===== src/sv/shim_pkg.sv =====
`default_nettype none
// ----------------------------------------------------------------------------
// shim_pkg
// Shared types, constants and the contig close function of the sorted hit
// interval merger.
// ----------------------------------------------------------------------------
package shim_pkg;

    localparam int NUM_TABLES = 64;
    localparam logic [6:0] NUM_TABLES_C = 7'(NUM_TABLES);

    // configuration register indexes
    localparam logic [1:0] CFG_MAX_CONTIG_LEN = 2'd0;
    localparam logic [1:0] CFG_MIN_HITS       = 2'd1;
    localparam logic [1:0] CFG_BEST_DISTANCE  = 2'd2;
    localparam logic [1:0] CFG_PADDING        = 2'd3;

    typedef struct packed {
        logic [31:0] max_contig_len;
        logic [6:0]  min_hits;
        logic [6:0]  best_distance;
        logic [15:0] padding;
    } shim_cfg_t;

    typedef struct packed {
        logic [31:0] hit_pos;
        logic [15:0] hit_len;
        logic [5:0]  table_id;
        logic        strand;
        logic [15:0] read_len;
        logic        new_read;
        logic        last_hit;
    } shim_in_t;

    typedef struct packed {
        logic [31:0] contig_start;
        logic [31:0] contig_len;
        logic [6:0]  hit_count;
        logic        contig_strand;
        logic        passed;
        logic        last;
    } shim_out_t;

    // results caused by one hit: one, or two when two contigs close
    typedef struct packed {
        logic      two;
        shim_out_t first;
        shim_out_t second;
    } shim_pair_t;

    typedef struct packed {
        shim_out_t  res;
        logic [6:0] best;
    } shim_close_t;

    // Filter a closing contig, raise the best count and build its padded result.
    function automatic shim_close_t shim_close(
        input logic [31:0] span,
        input logic [31:0] cend,
        input logic [6:0]  n,
        input logic [6:0]  best,
        input shim_cfg_t   cfg,
        input logic        strand,
        input logic [15:0] read_len
    );
        logic        pass;
        logic [33:0] d;
        logic [33:0] ds;
        logic [33:0] lsum;
        shim_close_t r;
        pass = !(span > cfg.max_contig_len) && !(n < cfg.min_hits)
            && !(({1'b0, n} + {1'b0, cfg.best_distance}) < {1'b0, best});
        r.best = (pass && (n > best)) ? n : best;
        d = {2'b0, cend} - {2'b0, span} + 34'd1;
        ds = d - {18'b0, cfg.padding};
        if (d[33]) begin
            r.res.contig_start = '1;
        end else if (d >= {18'b0, cfg.padding}) begin
            r.res.contig_start = ds[32] ? '1 : ds[31:0];
        end else begin
            r.res.contig_start = '0;
        end
        lsum = {2'b0, span} + {17'b0, cfg.padding, 1'b0} + {18'b0, read_len};
        r.res.contig_len    = (lsum[33:32] != 2'b00) ? '1 : lsum[31:0];
        r.res.hit_count     = n;
        r.res.contig_strand = strand;
        r.res.passed        = pass;
        r.res.last          = 1'b0;
        return r;
    endfunction

endpackage
`default_nettype wire


===== src/sv/shim_core.sv =====
`default_nettype none
// ----------------------------------------------------------------------------
// shim_core
// Open-contig state, hit merge, table bitmap and contig close for each
// accepted hit; the results of a hit leave as one pair record.
// ----------------------------------------------------------------------------
module shim_core
    import shim_pkg::*;
(
    input  wire logic       aclk,
    input  wire logic       aresetn,
    input  wire logic       accept,
    input  wire shim_in_t   hit,
    input  wire shim_cfg_t  cfg,
    output logic            has_res,
    output shim_pair_t      pair
);

    logic        open_reg, open_next;
    logic [31:0] end_reg, end_next;
    logic [31:0] span_reg, span_next;
    logic [6:0]  dist_reg, dist_next;
    logic [63:0] seen_reg, seen_next;
    logic [6:0]  best_reg, best_next;

    logic [15:0] lm1;
    logic [32:0] end_sum;
    logic [31:0] hit_end;
    logic [31:0] grow;
    logic [32:0] span_sum;
    logic [6:0]  best0;
    logic        merge;
    logic        tid_ok;
    logic [63:0] tid_bit;
    logic        close1;
    logic [31:0] span_mid;
    logic [31:0] end_mid;
    logic [6:0]  dist_mid;
    logic [63:0] seen_mid;
    shim_close_t c1;
    shim_close_t c2;
    logic [6:0]  best1;

    always_comb begin
        lm1      = (hit.hit_len != 16'd0) ? hit.hit_len - 16'd1 : 16'd0;
        end_sum  = {1'b0, hit.hit_pos} + {17'b0, lm1};
        hit_end  = end_sum[32] ? '1 : end_sum[31:0];
        best0    = hit.new_read ? 7'd0 : best_reg;
        merge    = open_reg && (hit.hit_pos <= end_reg);
        tid_ok   = {1'b0, hit.table_id} < NUM_TABLES_C;
        tid_bit  = tid_ok ? (64'd1 << hit.table_id) : 64'd0;
        grow     = hit_end - end_reg;
        span_sum = {1'b0, span_reg} + {1'b0, grow};
        close1   = open_reg && !merge;

        if (merge) begin
            if (end_reg < hit_end) begin
                span_mid = span_sum[32] ? '1 : span_sum[31:0];
                end_mid  = hit_end;
            end else begin
                span_mid = span_reg;
                end_mid  = end_reg;
            end
            dist_mid = dist_reg + {6'b0, (tid_ok && !seen_reg[hit.table_id])};
            seen_mid = seen_reg | tid_bit;
        end else begin
            span_mid = {16'b0, lm1};
            end_mid  = hit_end;
            dist_mid = {6'b0, tid_ok};
            seen_mid = tid_bit;
        end

        c1    = shim_close(span_reg, end_reg, dist_reg, best0, cfg,
                           hit.strand, hit.read_len);
        best1 = close1 ? c1.best : best0;
        c2    = shim_close(span_mid, end_mid, dist_mid, best1, cfg,
                           hit.strand, hit.read_len);

        has_res     = close1 || hit.last_hit;
        pair.two    = close1 && hit.last_hit;
        pair.first  = close1 ? c1.res : c2.res;
        pair.first.last = !(close1 && hit.last_hit);
        pair.second = c2.res;
        pair.second.last = 1'b1;

        best_next = hit.last_hit ? c2.best : best1;
        if (hit.last_hit) begin
            open_next = 1'b0;
            end_next  = '0;
            span_next = '0;
            dist_next = '0;
            seen_next = '0;
        end else begin
            open_next = 1'b1;
            end_next  = end_mid;
            span_next = span_mid;
            dist_next = dist_mid;
            seen_next = seen_mid;
        end
    end

    always_ff @(posedge aclk) begin
        if (!aresetn) begin
            open_reg <= 1'b0;
            end_reg  <= '0;
            span_reg <= '0;
            dist_reg <= '0;
            seen_reg <= '0;
            best_reg <= '0;
        end else if (accept) begin
            open_reg <= open_next;
            end_reg  <= end_next;
            span_reg <= span_next;
            dist_reg <= dist_next;
            seen_reg <= seen_next;
            best_reg <= best_next;
        end
    end

endmodule
`default_nettype wire


===== src/sv/shim_out_queue.sv =====
`default_nettype none
// ----------------------------------------------------------------------------
// shim_out_queue
// Two-slot result queue: a head slot that drives the result channel and a
// skid slot, each holding the one or two results of a hit.
// ----------------------------------------------------------------------------
module shim_out_queue
    import shim_pkg::*;
(
    input  wire logic       aclk,
    input  wire logic       aresetn,
    input  wire logic       push,
    input  wire shim_pair_t push_pair,
    output logic            in_ready,
    output logic            m_valid,
    input  wire logic       m_ready,
    output shim_out_t       m_data
);

    shim_pair_t head_reg, head_next;
    shim_pair_t tail_reg, tail_next;
    logic       head_valid_reg, head_valid_next;
    logic       tail_valid_reg, tail_valid_next;
    logic       idx_reg, idx_next;
    logic       pop;
    logic       head_done;
    logic       head_free;

    assign in_ready = !tail_valid_reg;
    assign m_valid  = head_valid_reg;
    assign m_data   = idx_reg ? head_reg.second : head_reg.first;

    always_comb begin
        pop       = head_valid_reg && m_ready;
        head_done = pop && (!head_reg.two || idx_reg);
        head_free = !head_valid_reg || head_done;

        head_next       = head_reg;
        head_valid_next = head_valid_reg;
        tail_next       = tail_reg;
        tail_valid_next = tail_valid_reg;
        idx_next        = idx_reg;

        if (head_free) begin
            idx_next = 1'b0;
            if (tail_valid_reg) begin
                // advance the skid slot; no push can arrive while it is full
                head_next       = tail_reg;
                head_valid_next = 1'b1;
                tail_valid_next = 1'b0;
            end else if (push) begin
                head_next       = push_pair;
                head_valid_next = 1'b1;
            end else begin
                head_valid_next = 1'b0;
            end
        end else begin
            if (pop) begin
                idx_next = 1'b1;
            end
            if (push) begin
                tail_next       = push_pair;
                tail_valid_next = 1'b1;
            end
        end
    end

    always_ff @(posedge aclk) begin
        if (!aresetn) begin
            head_valid_reg <= 1'b0;
            tail_valid_reg <= 1'b0;
            idx_reg        <= 1'b0;
        end else begin
            head_valid_reg <= head_valid_next;
            tail_valid_reg <= tail_valid_next;
            idx_reg        <= idx_next;
        end
    end

    always_ff @(posedge aclk) begin
        head_reg <= head_next;
        tail_reg <= tail_next;
    end

endmodule
`default_nettype wire


===== src/sv/sorted_hit_interval_merger_top.sv =====
`default_nettype none
// ----------------------------------------------------------------------------
// sorted_hit_interval_merger_top
// Merges position-sorted hits into contigs, counts distinct tables per
// contig, filters closed contigs and emits padded contig records.
// ----------------------------------------------------------------------------
// Output path: the results of the hit that closes a contig are registered in
// the queue's head slot (its skid slot while the head is busy) for m_data.
// Throughput: one hit per cycle, set by the combinational merge/close logic,
// while s_ready is high; a hit closing two contigs sends two results in turn.
// Reset (aresetn low, synchronous): no contig open, best count and bitmap
// cleared, queue empty, registers at their defaults.
// ----------------------------------------------------------------------------
module sorted_hit_interval_merger_top
    import shim_pkg::*;
(
    input  wire logic        aclk,
    input  wire logic        aresetn,
    input  wire logic        s_valid,
    output logic             s_ready,
    input  wire shim_in_t    s_data,
    output logic             m_valid,
    input  wire logic        m_ready,
    output shim_out_t        m_data,
    input  wire logic        cfg_we,
    input  wire logic [1:0]  cfg_index,
    input  wire logic [31:0] cfg_wdata
);

    shim_cfg_t  cfg_reg;
    logic       accept;
    logic       has_res;
    shim_pair_t pair;

    assign accept = s_valid && s_ready;

    always_ff @(posedge aclk) begin
        if (!aresetn) begin
            cfg_reg.max_contig_len <= '1;
            cfg_reg.min_hits       <= 7'd1;
            cfg_reg.best_distance  <= 7'd64;
            cfg_reg.padding        <= '0;
        end else if (cfg_we) begin
            case (cfg_index)
                CFG_MAX_CONTIG_LEN: cfg_reg.max_contig_len <= cfg_wdata;
                CFG_MIN_HITS:       cfg_reg.min_hits       <= cfg_wdata[6:0];
                CFG_BEST_DISTANCE:  cfg_reg.best_distance  <= cfg_wdata[6:0];
                CFG_PADDING:        cfg_reg.padding        <= cfg_wdata[15:0];
                default: begin
                end
            endcase
        end
    end

    shim_core u_core (
        .aclk    (aclk),
        .aresetn (aresetn),
        .accept  (accept),
        .hit     (s_data),
        .cfg     (cfg_reg),
        .has_res (has_res),
        .pair    (pair)
    );

    shim_out_queue u_queue (
        .aclk      (aclk),
        .aresetn   (aresetn),
        .push      (accept && has_res),
        .push_pair (pair),
        .in_ready  (s_ready),
        .m_valid   (m_valid),
        .m_ready   (m_ready),
        .m_data    (m_data)
    );

endmodule
`default_nettype wire


===== config.mk =====
export PLATFORM = sky130hd
export DESIGN_NAME = sorted_hit_interval_merger_top
export DESIGN_NICKNAME = d
export VERILOG_FILES = /design/src/sv/shim_pkg.sv /design/src/sv/shim_core.sv /design/src/sv/shim_out_queue.sv /design/src/sv/sorted_hit_interval_merger_top.sv
export SDC_FILE = /design/constraint.sdc
export NUM_CORES = 2
export LEC_CHECK = 0
export BUFFER_PORTS_ARGS = -buffer_cell sky130_fd_sc_hd__buf_2
export CORE_MARGIN = 2
export CORE_UTILIZATION = 45
export DETAILED_ROUTE_END_ITERATION = 8
export GPL_TIMING_DRIVEN = 1
export PLACE_DENSITY = 0.66
export SETUP_SLACK_MARGIN = 0.2
export SYNTH_ARGS = -nofsm -noshare
export SYNTH_HDL_FRONTEND = slang
export SYNTH_SLANG_ARGS = --single-unit
export TNS_END_PERCENT = 20

===== constraint.sdc =====
create_clock -name aclk -period 30.5 [get_ports aclk]
set_clock_uncertainty 0.2 [all_clocks]
set_input_delay 6.1 -clock aclk [delete_from_list [all_inputs] [get_ports aclk]]
set_output_delay 6.1 -clock aclk [all_outputs]
set_load 0.02 [all_outputs]

==> flow_summary.toml <==
[critical_path]
cp-start-kind = "primary input"
critPathKind = "in2reg"
path_delay_family = "compound AO/OA/AOI/OAI gates"
slowest_stage = "o41ai_4"
path_depth = 66
cp.arrival_ns = 23.97
worstPathRequired_ns = 30.65
crit_path_frequent_cell = "a21oi_1"
timing.critical_path.buf_inv = 4
rr_worst_depth = 48
cpPeakStageDelay_ns = 0.82
cp_max_fo = 25
endpoint_kind = "flip-flop"

[die]
dieHeight_um = 310
core-area_sq_um = 93000
start_util_pct = 45.3
die_area_sq_um = 96200
num_rows = 112
ios = 188
die_w_um = 310

[timing]
slew_violations = 0
final_hold_viol_count = 0
fin_crit_ns = 23.82
setup_violations = 0
slew_headroom_pct = 22.3
grt_setup_unrepaired = "false"
fmax_mhz = 42.0
setup_tns_ns = 0
fin_crit_sh_pct = 78.1
worst_pin_slew_ns = 1.16

[global_route]
grt_use_total_pct = 30.1
grt_pass1_vias = 35700
antenna_found_initial = 6
grt_max_degree = 89
grt_pass1_wl_mm = 221
overflow = 0

[pwr]
pwr-share-clk_pct = 25.0
irDropWorstVdd_uv = 50.0
power_leakage_nw = 18.8
finalPower_mw = 2.87
p_sw_share_pct = 39.9
p_per_area_nw_per_um2 = 61.8
p_int_mw = 1.72
power_frac_seq_pct = 29.2
pwr-share-comb_pct = 45.8
switchingPower_mw = 1.14

[drt]
vias = 38500
ant_nets = 0
post_drt_wl_per_cell_um = 23.6
vias_per_cell = 6.14
first_pass_iters = 9
drt_iter0_markers = 4048
drc = 0
routed_wl_mm = 148

[clock_network]
clockRootBuffer = "clkbuf_16"
ctsResizeCount = 0
clk_path_buf_depth = 3
numCtsBuffers = 57
clk_pin_slew_ns = 0.06
postCtsHoldBufs = 0
clk_latency_ns = 0.66
cts_tree = "done"
cts-htree-levels = 2
cts_setup_buffers = 0
cts_sinks = 502

[synthesis]
synth_cells = 4847
postSynthAreaPerCell_sq_um = 8.70
async_flop_share_pct = 0
synth_flop_cell = "edfxtp_1"
yosysUniqueCellTypes = 105
yosysWarnings = 0
synth-edff-count = 294
syn_area_sq_um = 42200
ys_ff_latch = 502
syn_nets = 5365
yosysSeqAreaShare_pct = 30.8

[placement]
gp_congestion = 1.00
io_buffers = 187
placedCellCount = 6157
dp_hpwl_mm = 115

[final_layout]
final_common_cell = "nor2_1"
nNetsFinal = 5480
layout_common_cells = "492 x nor2_1, 411 x nand2_1, 393 x ha_1"
fin_cells = 6268
area_growth_pct = 10.0
layout-drive-gt1-share_pct = 11.9
fill_cells = 8927

[run]
maxCapViolations = 0

[hold_path]
min_path_cells = 2
hold_class = "reg2reg"

[status]
status = "finished, final reports clean"
[cells in the mapped netlist (32+ instances only)]
cell type	n	area [sq um]
nor2_1	496	1860
nand2_1	412	1550
ha_1	393	4920
a21oi_1	363	1820
edfxtp_1	294	8830
inv_1	267	1000
xnor2_1	226	1980
dfxtp_1	208	4160
o21ai_0	189	946
clkbuf_1	156	586
mux2_2	144	1620
a21o_1	127	953
a22oi_1	120	901
nor3_1	109	546
xor2_1	103	902
o211ai_1	88	661
nand3_1	84	420
nand4_1	79	494
nand2b_1	61	382
nor2b_1	59	369
o21a_1	57	428
o31ai_1	55	413
and3_1	42	263
o21bai_1	41	308
or3_1	40	250
a211oi_1	33	248
a221oi_1	32	280
a31oi_1	32	200
nor4_1	32	200
[power by group through the flow]
stage / Clock (mW) / Sequential (mW) / Combinational [mW]
finish: 0.717 / 0.838 / 1.31
global route: 0.750 / 0.841 / 1.43
CTS: 0.724 / 0.837 / 1.29
detailed placement: 0 / 0.851 / 1.28
global placement: 0 / 0.850 / 1.27
floorplan: 0 / 0.842 / 0.934
[final cells by class]
cell class	count	area [sq um]	area share, %
antenna	5	12.5	0.0270
clock buffer	69	1530	3.29
clock inverter	37	393	0.847
inverter	267	1010	2.17
multi-input combinational	3882	27500	59.2
sequential	502	13000	28.0
tap	1254	1570	3.38
timing repair buffer	252	1420	3.07
[final timing paths]
| check | start | end | slack, ns |
|---|---|---|---|
| worst max-delay path | s_data[29] | u_queue.head_reg[147] | 6.68 |
| worst min-delay path | u_core.best_reg[0] | u_core.best_reg[0] | 0.25 |
| worst max register to register | u_core.end_reg[1] | u_queue.head_reg[147] | 17.21 |
| worst min register to register | u_core.best_reg[0] | u_core.best_reg[0] | 0.25 |
[cell families (layout without fill, tap and decap cells)]
group	Yosys count	count (layout)	synth area share, %
adders and majority gates	406	406	12.3
other	0	5	0
and+or+nand+nor	1567	1567	17.8
buffers and inverters	463	625	4.26
xor gates and xnor gates	330	330	6.87
AOI/OAI and AO/OA	1386	1386	22.3
muxes	193	193	5.63
DFF	502	502	30.8
[worst reg2reg max path: cells and delay by family (launching register included)]
kind | cells | cell delay (ns)
AND/OR/NAND/NOR | 7 | 1.29
flip-flops | 1 | 0.56
buffers and inverters | 3 | 0.66
AO/OA/AOI/OAI | 30 | 8.01
XOR/XNOR | 3 | 0.63
adder cells (fa/ha/maj) | 5 | 1.66
[per-layer routing]
layer	up-vias	GRT usage [%]	share of wire, %
met5	-	0	0.023
li1	18300	-	-
met4	6	10.3	3.6
met3	235	5.25	9.1
met2	1622	45.8	43
met1	18300	43.0	45
[stage by stage]
step	worst slack [ns]	utilization (%)	hold WS, ns	area (sq um)
floorplan	8.76	-	0.227	42200
global placement	6.77	47.8	0.243	44500
detailed placement	6.35	47.8	0.250	44500
CTS	7.00	49.8	0.256	46400
global route	5.21	49.8	0.287	46400
finish	6.68	49.9	0.252	46400
Note: power is estimated with default switching activity, not from simulation.
